--- src/sv/afp_pkg.sv ---
// Package for the API frame parser: request and result structs, phase type,
// header sizes, result kinds and register indexes.
// No dependencies; every other file of the block imports this package.
`timescale 1ns / 1ps

package afp_pkg;

    // Frame delimiter byte.
    localparam logic [7:0] FRAME_DELIM = 8'h7E;

    // Header layouts as held during a frame.
    localparam logic [1:0] LAYOUT_RX     = 2'd0;
    localparam logic [1:0] LAYOUT_LOCAL  = 2'd1;
    localparam logic [1:0] LAYOUT_REMOTE = 2'd2;
    localparam logic [1:0] LAYOUT_UNUSED = 2'd3;

    // Header sizes in bytes for each layout.
    localparam logic [3:0] HDR_RX     = 4'd12;
    localparam logic [3:0] HDR_LOCAL  = 4'd5;
    localparam logic [3:0] HDR_REMOTE = 4'd15;

    // Result kinds.
    localparam logic [1:0] KIND_PAYLOAD  = 2'd0;
    localparam logic [1:0] KIND_COMPLETE = 2'd1;
    localparam logic [1:0] KIND_ABORT    = 2'd2;

    // Request kinds.
    localparam logic FUNC_BYTE = 1'b0;
    localparam logic FUNC_TICK = 1'b1;

    // Configuration register indexes and port sizes.
    localparam int  CFG_ADDR_W    = 3;
    localparam int  CFG_DATA_W    = 32;
    localparam logic REG_LAYOUT   = 1'b0;
    localparam logic REG_TIMEOUT  = 1'b1;
    localparam logic [15:0] TIMEOUT_RESET = 16'd1000;

    // Parser phases.
    typedef enum logic [2:0] {
        PH_HUNT  = 3'd0,
        PH_LENHI = 3'd1,
        PH_LENLO = 3'd2,
        PH_HEAD  = 3'd3,
        PH_DATA  = 3'd4,
        PH_CSUM  = 3'd5
    } phase_t;

    // One input request.
    typedef struct packed {
        logic       func;
        logic [7:0] rx_byte;
    } item_t;

    // One result item.
    typedef struct packed {
        logic [1:0]  kind;
        logic [7:0]  payload_byte;
        logic        last_payload;
        logic [7:0]  api_id;
        logic [63:0] long_address;
        logic [15:0] short_address;
        logic [7:0]  frame_ident;
        logic [15:0] at_command;
        logic [7:0]  status_or_options;
        logic [15:0] payload_length;
        logic [7:0]  checksum_byte;
    } result_t;

    // Configuration as seen by the parser.
    typedef struct packed {
        logic [1:0]  frame_layout;
        logic [15:0] timeout_ticks;
    } cfg_t;

    // A result handed from the parser to the output register.
    typedef struct packed {
        logic    valid;
        result_t data;
    } result_req_t;

    // Header size of a held layout.
    function automatic logic [3:0] hdr_size(input logic [1:0] layout);
        logic [3:0] size;
        unique case (layout)
            LAYOUT_LOCAL:  size = HDR_LOCAL;
            LAYOUT_REMOTE: size = HDR_REMOTE;
            default:       size = HDR_RX;
        endcase
        return size;
    endfunction

endpackage

--- src/sv/afp_cfg_regs.sv ---
// Configuration registers of the API frame parser behind an APB-style port.
// Depends on afp_pkg for register indexes, widths and the cfg_t struct.
`timescale 1ns / 1ps

module afp_cfg_regs
    import afp_pkg::*;
(
    input  logic                  clk,
    input  logic                  rst_n,
    input  logic                  psel,
    input  logic                  penable,
    input  logic                  pwrite,
    input  logic [CFG_ADDR_W-1:0] paddr,
    input  logic [CFG_DATA_W-1:0] pwdata,
    output logic [CFG_DATA_W-1:0] prdata,
    output logic                  pready,
    output cfg_t                  cfg
);

    logic [1:0]  layout_reg;
    logic [15:0] timeout_reg;
    logic        wr_en;
    logic        reg_sel;

    // Registers sit at byte addresses 0 and 4.
    assign reg_sel = paddr[2];
    assign wr_en   = psel & penable & pwrite;
    assign pready  = 1'b1;

    // Register writes in the access cycle.
    always_ff @(posedge clk or negedge rst_n)
    begin
        if (!rst_n)
        begin
            layout_reg  <= LAYOUT_RX;
            timeout_reg <= TIMEOUT_RESET;
        end
        else if (wr_en)
        begin
            unique case (reg_sel)
                REG_LAYOUT:  layout_reg  <= pwdata[1:0];
                REG_TIMEOUT: timeout_reg <= pwdata[15:0];
                default:     layout_reg  <= layout_reg;
            endcase
        end
    end

    // Read back of the selected register.
    always_comb
    begin
        unique case (reg_sel)
            REG_LAYOUT:  prdata = {{(CFG_DATA_W-2){1'b0}}, layout_reg};
            REG_TIMEOUT: prdata = {{(CFG_DATA_W-16){1'b0}}, timeout_reg};
            default:     prdata = '0;
        endcase
    end

    assign cfg.frame_layout  = layout_reg;
    assign cfg.timeout_ticks = timeout_reg;

endmodule

--- src/sv/afp_parser.sv ---
// Frame parser core: phase register, counters and held header fields, updated
// once per accepted request. Depends on afp_pkg for types and constants.
`timescale 1ns / 1ps

module afp_parser
    import afp_pkg::*;
(
    input  logic        clk,
    input  logic        rst_n,
    input  logic        fire,
    input  item_t       item,
    input  cfg_t        cfg,
    output result_req_t res
);

    phase_t      phase_reg, phase_next;
    logic [15:0] field_count_reg, field_count_next;
    logic [15:0] frame_length_reg, frame_length_next;
    logic [1:0]  layout_reg, layout_next;
    logic [7:0]  api_id_reg, api_id_next;
    logic [63:0] long_addr_reg, long_addr_next;
    logic [15:0] short_addr_reg, short_addr_next;
    logic [7:0]  frame_ident_reg, frame_ident_next;
    logic [15:0] command_reg, command_next;
    logic [7:0]  status_reg, status_next;
    logic [15:0] idle_reg, idle_next;

    logic        is_tick;
    logic [7:0]  b;
    logic [15:0] hdr16;
    logic [15:0] payload_len;
    logic [15:0] fc_inc;
    logic        hdr_done;
    logic        data_last;
    logic        timed_out;
    logic [3:0]  hidx;
    result_t     summary;

    assign is_tick = (item.func == FUNC_TICK);
    assign b       = item.rx_byte;

    // Header size, payload length (floored at zero) and counter compares.
    assign hdr16       = {12'd0, hdr_size(layout_reg)};
    assign payload_len = (frame_length_reg > hdr16) ? (frame_length_reg - hdr16) : 16'd0;
    assign fc_inc      = field_count_reg + 16'd1;
    assign hdr_done    = (fc_inc >= hdr16);
    assign data_last   = (fc_inc >= payload_len);
    assign timed_out   = (idle_reg == cfg.timeout_ticks);
    assign hidx        = field_count_reg[3:0];

    // Held header fields as they stand, shared by every result.
    always_comb
    begin
        summary                   = '0;
        summary.api_id            = api_id_reg;
        summary.long_address      = long_addr_reg;
        summary.short_address     = short_addr_reg;
        summary.frame_ident       = frame_ident_reg;
        summary.at_command        = command_reg;
        summary.status_or_options = status_reg;
        summary.payload_length    = payload_len;
    end

    // Next phase.
    always_comb
    begin
        phase_next = phase_reg;
        if (fire)
        begin
            if (is_tick)
            begin
                if (phase_reg != PH_HUNT && timed_out)
                begin
                    phase_next = PH_HUNT;
                end
            end
            else
            begin
                unique case (phase_reg)
                    PH_HUNT:  phase_next = (b == FRAME_DELIM) ? PH_LENHI : PH_HUNT;
                    PH_LENHI: phase_next = PH_LENLO;
                    PH_LENLO: phase_next = ({frame_length_reg[15:8], b} == 16'd0) ?
                                           PH_HUNT : PH_HEAD;
                    PH_HEAD:
                    begin
                        if (hdr_done)
                        begin
                            phase_next = (payload_len == 16'd0) ? PH_CSUM : PH_DATA;
                        end
                    end
                    PH_DATA:  phase_next = data_last ? PH_CSUM : PH_DATA;
                    PH_CSUM:  phase_next = PH_HUNT;
                    default:  phase_next = PH_HUNT;
                endcase
            end
        end
    end

    // Counters, held fields and the result of this request.
    always_comb
    begin
        field_count_next  = field_count_reg;
        frame_length_next = frame_length_reg;
        layout_next       = layout_reg;
        api_id_next       = api_id_reg;
        long_addr_next    = long_addr_reg;
        short_addr_next   = short_addr_reg;
        frame_ident_next  = frame_ident_reg;
        command_next      = command_reg;
        status_next       = status_reg;
        idle_next         = idle_reg;
        res.valid         = 1'b0;
        res.data          = summary;

        if (fire)
        begin
            if (is_tick)
            begin
                // Ticks count idle time inside a frame only.
                if (phase_reg != PH_HUNT)
                begin
                    if (timed_out)
                    begin
                        res.valid        = 1'b1;
                        res.data.kind    = KIND_ABORT;
                        idle_next        = 16'd0;
                        field_count_next = 16'd0;
                    end
                    else
                    begin
                        idle_next = idle_reg + 16'd1;
                    end
                end
            end
            else
            begin
                idle_next = 16'd0;
                unique case (phase_reg)
                    PH_HUNT:
                    begin
                        // A delimiter starts a frame and latches the layout.
                        if (b == FRAME_DELIM)
                        begin
                            api_id_next       = 8'd0;
                            long_addr_next    = 64'd0;
                            short_addr_next   = 16'd0;
                            frame_ident_next  = 8'd0;
                            command_next      = 16'd0;
                            status_next       = 8'd0;
                            frame_length_next = 16'd0;
                            field_count_next  = 16'd0;
                            layout_next       = (cfg.frame_layout == LAYOUT_UNUSED) ?
                                                LAYOUT_RX : cfg.frame_layout;
                        end
                    end
                    PH_LENHI:
                    begin
                        frame_length_next = {b, 8'd0};
                    end
                    PH_LENLO:
                    begin
                        frame_length_next = {frame_length_reg[15:8], b};
                        field_count_next  = 16'd0;
                        // An empty frame completes at once.
                        if ({frame_length_reg[15:8], b} == 16'd0)
                        begin
                            res.valid               = 1'b1;
                            res.data.kind           = KIND_COMPLETE;
                            res.data.payload_length = 16'd0;
                        end
                    end
                    PH_HEAD:
                    begin
                        field_count_next = hdr_done ? 16'd0 : fc_inc;
                        // Route the header byte by its place in the layout.
                        if (hidx == 4'd0)
                        begin
                            api_id_next = b;
                        end
                        else if (layout_reg == LAYOUT_LOCAL)
                        begin
                            if (hidx == 4'd1)
                                frame_ident_next = b;
                            else if (hidx <= 4'd3)
                                command_next = {command_reg[7:0], b};
                            else
                                status_next = b;
                        end
                        else if (layout_reg == LAYOUT_REMOTE)
                        begin
                            if (hidx == 4'd1)
                                frame_ident_next = b;
                            else if (hidx <= 4'd9)
                                long_addr_next = {long_addr_reg[55:0], b};
                            else if (hidx <= 4'd11)
                                short_addr_next = {short_addr_reg[7:0], b};
                            else if (hidx <= 4'd13)
                                command_next = {command_reg[7:0], b};
                            else
                                status_next = b;
                        end
                        else
                        begin
                            if (hidx <= 4'd8)
                                long_addr_next = {long_addr_reg[55:0], b};
                            else if (hidx <= 4'd10)
                                short_addr_next = {short_addr_reg[7:0], b};
                            else
                                status_next = b;
                        end
                    end
                    PH_DATA:
                    begin
                        res.valid             = 1'b1;
                        res.data.kind         = KIND_PAYLOAD;
                        res.data.payload_byte = b;
                        res.data.last_payload = data_last;
                        field_count_next      = data_last ? 16'd0 : fc_inc;
                    end
                    PH_CSUM:
                    begin
                        res.valid              = 1'b1;
                        res.data.kind          = KIND_COMPLETE;
                        res.data.checksum_byte = b;
                        field_count_next       = 16'd0;
                    end
                    default:
                    begin
                        field_count_next = field_count_reg;
                    end
                endcase
            end
        end
    end

    // State registers.
    always_ff @(posedge clk or negedge rst_n)
    begin
        if (!rst_n)
        begin
            phase_reg        <= PH_HUNT;
            field_count_reg  <= 16'd0;
            frame_length_reg <= 16'd0;
            layout_reg       <= LAYOUT_RX;
            api_id_reg       <= 8'd0;
            long_addr_reg    <= 64'd0;
            short_addr_reg   <= 16'd0;
            frame_ident_reg  <= 8'd0;
            command_reg      <= 16'd0;
            status_reg       <= 8'd0;
            idle_reg         <= 16'd0;
        end
        else
        begin
            phase_reg        <= phase_next;
            field_count_reg  <= field_count_next;
            frame_length_reg <= frame_length_next;
            layout_reg       <= layout_next;
            api_id_reg       <= api_id_next;
            long_addr_reg    <= long_addr_next;
            short_addr_reg   <= short_addr_next;
            frame_ident_reg  <= frame_ident_next;
            command_reg      <= command_next;
            status_reg       <= status_next;
            idle_reg         <= idle_next;
        end
    end

endmodule

--- src/sv/afp_out_reg.sv ---
// Result register of the API frame parser with valid/ready handshake.
// Depends on afp_pkg for result_t and result_req_t.
`timescale 1ns / 1ps

module afp_out_reg
    import afp_pkg::*;
(
    input  logic        clk,
    input  logic        rst_n,
    input  result_req_t res,
    output logic        free,
    output logic        result_valid,
    input  logic        result_ready,
    output result_t     result
);

    logic    valid_reg, valid_next;
    result_t data_reg;

    // The register can take a new result when empty or being drained.
    assign free = !valid_reg || result_ready;

    always_comb
    begin
        valid_next = valid_reg;
        if (free)
        begin
            valid_next = res.valid;
        end
    end

    // Valid flag.
    always_ff @(posedge clk or negedge rst_n)
    begin
        if (!rst_n)
        begin
            valid_reg <= 1'b0;
        end
        else
        begin
            valid_reg <= valid_next;
        end
    end

    // Result data loads only with a new result.
    always_ff @(posedge clk)
    begin
        if (free && res.valid)
        begin
            data_reg <= res.data;
        end
    end

    assign result_valid = valid_reg;
    assign result       = data_reg;

endmodule

--- src/sv/api_frame_parser.sv ---
// Top level of the API frame parser: configuration port, parser core and
// result register. Depends on afp_pkg, afp_cfg_regs, afp_parser, afp_out_reg.
`timescale 1ns / 1ps
//
// Usage
//   Requests arrive on item/item_valid/item_ready: a received serial byte
//   (func 0) or one time tick (func 1). The parser hunts for the 0x7E
//   delimiter, reads a big-endian length and the header chosen by
//   frame_layout, then returns each payload byte as a result, followed by a
//   frame summary carrying the received checksum. A frame left idle for more
//   than timeout_ticks ticks is aborted with a result of its own.
//   Results leave on result/result_valid/result_ready, at most one per request.
//   Results are registered: a result is valid in the cycle after the request
//   that makes it. One request is accepted per cycle while the result register
//   has room; the phase and counter update of the parser core completes in the
//   cycle of acceptance. While the receiver stalls with a result pending,
//   item_ready is low and requests wait; when the result is taken, a new request
//   is accepted in the same cycle. Reset returns the parser to delimiter hunting,
//   empties the result register and loads layout 0 and a timeout of 1000 ticks.
//   The user writes the registers over the APB-style port only while the block
//   idles; the block itself does not enforce this.

module api_frame_parser
    import afp_pkg::*;
(
    input  logic                  clk,
    input  logic                  rst_n,
    input  logic                  item_valid,
    output logic                  item_ready,
    input  item_t                 item,
    output logic                  result_valid,
    input  logic                  result_ready,
    output result_t               result,
    input  logic                  psel,
    input  logic                  penable,
    input  logic                  pwrite,
    input  logic [CFG_ADDR_W-1:0] paddr,
    input  logic [CFG_DATA_W-1:0] pwdata,
    output logic [CFG_DATA_W-1:0] prdata,
    output logic                  pready
);

    cfg_t        cfg;
    result_req_t res;
    logic        free;
    logic        fire;

    // A request is taken whenever the result register has room.
    assign item_ready = free;
    assign fire       = item_valid && free;

    afp_cfg_regs u_cfg (
        .clk     (clk),
        .rst_n   (rst_n),
        .psel    (psel),
        .penable (penable),
        .pwrite  (pwrite),
        .paddr   (paddr),
        .pwdata  (pwdata),
        .prdata  (prdata),
        .pready  (pready),
        .cfg     (cfg)
    );

    afp_parser u_parser (
        .clk   (clk),
        .rst_n (rst_n),
        .fire  (fire),
        .item  (item),
        .cfg   (cfg),
        .res   (res)
    );

    afp_out_reg u_out (
        .clk          (clk),
        .rst_n        (rst_n),
        .res          (res),
        .free         (free),
        .result_valid (result_valid),
        .result_ready (result_ready),
        .result       (result)
    );

endmodule

--- config.mk ---
export PLATFORM = sky130hd
export DESIGN_NAME = api_frame_parser
export DESIGN_NICKNAME = d
export VERILOG_FILES = /design/src/sv/afp_pkg.sv /design/src/sv/afp_cfg_regs.sv /design/src/sv/afp_parser.sv /design/src/sv/afp_out_reg.sv /design/src/sv/api_frame_parser.sv
export SDC_FILE = /design/constraint.sdc
export NUM_CORES = 1
export LEC_CHECK = 0
export ABC_AREA = 0
export CAP_MARGIN = 20
export CORE_MARGIN = 1
export CORE_UTILIZATION = 57
export CTS_CLUSTER_DIAMETER = 30
export DETAILED_ROUTE_END_ITERATION = 10
export DONT_BUFFER_PORTS = 1
export GPL_ROUTABILITY_DRIVEN = 0
export GPL_TIMING_DRIVEN = 1
export PLACE_DENSITY = 0.83
export SLEW_MARGIN = 10
export SYNTH_ARGS = -nofsm -noshare
export SYNTH_HDL_FRONTEND = slang
export SYNTH_SLANG_ARGS = --single-unit
--- constraint.sdc ---
create_clock -name clk -period 9.15 [get_ports clk]
set_input_delay 0.915 -clock clk [delete_from_list [all_inputs] [get_ports clk]]
set_output_delay 0.915 -clock clk [all_outputs]
set_load 0.03 [all_outputs]
==> summary.md <==
| Metric | Value |
|---|---|
| Max Clk Rate | `approximately 170 MHz` |
| Worst slew margin | `0.283` |
| Cell taking the most area after synthesis | `dfrtp_1` |
| Post-CTS setup buffer count | `0` |
| Synth cell types | `74` |
| Die Footprint | `around 27000 sq um` |
| R2r startpoint | `u_parser.layout_reg[0]$_DFFE_PN0P_` |
| CP Max Fanout | `10` |
| Most frequent cells in the layout | `nand2_1 (224), dfrtp_1 (186), edfxtp_1 (155), o21ai_0 (111), clkbuf_16 (71)` |
| Synth warn | `0` |
| Post-DP HPWL | `21800 microns` |
| Layout Nets | `approximately 1400` |
| Ports | `around 240` |
| CORE AREA | `26100 sq um` |
| Synth Area in Adders | `0.0262` |
| Met2 GRT Util | `0.442` |
| Buffer levels on the longest clock path | `3` |
| First-pass GRT wire length | `about 54000 microns` |
| CTS sink count | `between 300 and 400` |
| Die width | `165 microns` |
| Share of layout cells above drive strength 1 | `0.160` |
| #FFs+latches synth | `~350` |
| Resize count post-CTS | `0` |
| Post-Synth Simple-Gate Area | `0.142` |
| Via count | `~10000` |
| Post-Place Cells | `around 1500` |
| Async SR Flop Fraction | `0.553` |
| Top_reg_cell synth | `dfrtp_1` |
| Clock-pin slew on the worst setup and hold paths | `about 0.040 ns` |
| Slowest cell on crit path | `nor3_1` |
| Drt first pass iters | `6` |
| Seq/Total Area, Yosys | `0.627` |
| Antenna violations before repair | `0` |
| GRT met3 Usage | `0.0590` |
| Iteration-0 DRC Markers | `about 1000` |
| Fin. Hold Viols | `0` |
| Largest net degree at the start of global routing | `~190` |
| GRT Util Overall | `0.262` |
| WS Path Type | `flop to flop` |
| Hold_buf cts | `0` |
| Fillers | `around 1700` |
| Post-synthesis compound-gate area fraction | `0.0851` |
| Largest stage delay on the critical path | `approximately 0.80 ns` |
| XOR/XNOR Fraction of Synth Area | `0.0290` |
| Initial Util | `0.579` |
| WL/cell | `21.3 microns` |
| Setup TNS Final | `0 ns` |
| Commonest non-fill, non-tap cell in the layout | `nand2_1` |
| Top cell type's share of synthesized area | `0.308` |
| Largest register FFs | `around 160` |
| Multi-input logic area | `around 5200 sq um` |
| Crit-path cells | `inv_1 -> ha_1 -> inv_1 -> ha_1 -> inv_1 -> fa_1 -> a31oi_1 -> a41oi_1 -> nor3_1 -> or2_2 -> ha_1 -> a21oi_1 -> o21ai_0 -> a221oi_1 -> o41ai_1 -> nor3_2 -> o211ai_2 -> o41ai_1` |
| Port buffer count | `0` |
| CP top delay family | `compound AO/OA/AOI/OAI gates` |
| Worst Setup SP | `u_parser.layout_reg[0]$_DFFE_PN0P_` |
| Gr ovfl total | `0` |
| H-tree lvl count | `3` |
| Worst slew pin tran | `1.07 ns` |
| Num CTS Buffers | `70` |
| Top cells by area, synth | `dfrtp_1 (31%), edfxtp_1 (31%), nand2_1 (5.6%)` |
| Worst min path class | `input port to async pin` |
| Setup crit end kind | `flop` |
| Largest family of logic cells by synthesized area | `simple AND/OR/NAND/NOR gates` |
| Worst Skew | `around 0.024 ns` |
| # setup viols final | `0` |
| Routed vias/inst | `6.06` |
| Root buf cell | `clkbuf_16` |
| Syn Area/Cell | `between 10 and 15 sq um` |
| Max-cap violation count | `0` |
| FP Rows | `around 60` |
| CP required | `~9.6 ns` |
| Final wirelength | `about 35000 microns` |
| Final instance area | `between 15000 and 20000 sq um` |
| Antenna-violating nets left | `0` |
| Arrival time at the worst endpoint | `6.31 ns` |
| Vias in the first global route | `10100` |
| GRT Max-Usage Layer | `met2` |
| Area of the mapped netlist | `about 15000 sq um` |
| Number of flops mapped to enable cells by yosys | `155` |
| Leak Pwr | `between 7 and 8 nW` |
| Die Ht | `165 microns` |
| Unrepaired setup endpoints after global routing | `no` |
| Peak supply drop | `0.259 mV` |
| DR DRC count | `0` |
| Placed cell area | `15200 sq um` |
| Synth-to-Final Area Change | `17.2%` |
| PwrDens | `about 330 nW/um^2` |
| Final non-filler cell total | `between 1500 and 2000` |
| Outcome | `finished clean` |
| Fin crit share | `0.644` |
| Multiplexer area fraction after synthesis | `0.0564` |
| Clock latency on the worst-skew pair | `~0.55 ns` |
| Startpoint types | `flop` |
| Diodes inserted | `0` |
| Slew Limit Fails | `0` |
| Fin crit period | `a little under 6 ns` |
| Sequential cell area | `~9500 sq um` |
| Synthesized instance count | `between 1000 and 1500` |
| M1 GR Usage | `0.320` |
| Crit path buf inv count | `3` |
| CTS tree | `yes` |
-- logic make-up after synthesis --
group / after synthesis
simple gates: 446
flops: 347
compound gates: 201
buf+inv: 107
mux: 72
xor+xnor: 50
fa+ha+maj: 31
other cells: 2
-- stage by stage --
stage / setup slack [ns] / power, W / hold slack [ns] / utilization
after floorplan: 0.0659 / 0.00294 / 0.421 / -
after global placement: 3.42 / 0.00313 / 0.427 / 0.584
after detailed placement: 3.19 / 0.00318 / 0.428 / 0.584
after CTS: 3.17 / 0.00581 / 0.0539 / 0.678
after global routing: 2.79 / 0.00603 / 0.0395 / 0.679
final: 3.25 / 0.00581 / 0.0705 / 0.679
-- final timing paths --
kind | depth (start not counted) | to | slack, ns
max | 18 | u_parser.field_count_reg[9]$_DFFE_PN0P_ | 3.25
min | 0 | u_cfg.timeout_reg[10]$_DFFE_PN0P_ | 0.07
max reg2reg | 18 | u_parser.field_count_reg[9]$_DFFE_PN0P_ | 3.25
min reg2reg | 0 | u_out.result[142]$_DFFE_PP_ | 0.43
max in group asynchronous | 0 | u_parser.long_addr_reg[14]$_DFFE_PN0P_ | 8.79
min in group clk | 0 | u_out.result[142]$_DFFE_PP_ | 0.43
-- Yosys cell counts (13+ instances only) --
master and number:
xnor2_1 31, nand2_1 224, nor2_1 41, a21oi_1 13, xor2_1 19, ha_1 30
o21ai_0 111, clkbuf_1 44, and3_1 14, dfrtp_1 186, and2_1 43, buf_4 19
inv_1 29, nand3_1 25, nand4_1 24, edfxtp_1 155, mux2_2 57, nor3_1 19
-- worst register-to-register path: stages, from the launching register on --
cell and delay (ns):
dfrtp_1 0.46, inv_1 0.07, ha_1 0.33, inv_1 0.11, ha_1 0.18, inv_1 0.06, fa_1 0.50, a31oi_1 0.58
a41oi_1 0.17, nor3_1 0.80, or2_2 0.24, ha_1 0.23, a21oi_1 0.14, o21ai_0 0.11, a221oi_1 0.32, o41ai_1 0.23
nor3_2 0.66, o211ai_2 0.29, o41ai_1 0.30
-- cell type report --
type	instances	area share
well taps	335	0.0237
multi-input cells	817	0.293
inverters	29	0.00615
flip-flops and latches	347	0.535
repair buffers	8	0.00438
clock inverters	43	0.0337
clock buffers	84	0.104
-- power breakdown --
group          internal [W]  switching, W
Clock               0.00180      0.000810
Combinational      0.000358      0.000607
Sequential          0.00192      0.000311
-- routing by layer --
layer / up-vias / share of wire
met5: - / 0
met3: 108 / 0.082
li1: 4490 / -
met1: 4953 / 0.38
met2: 531 / 0.50
met4: 0 / 0.035
No activity file was read; power rests on OpenSTA's default activity.
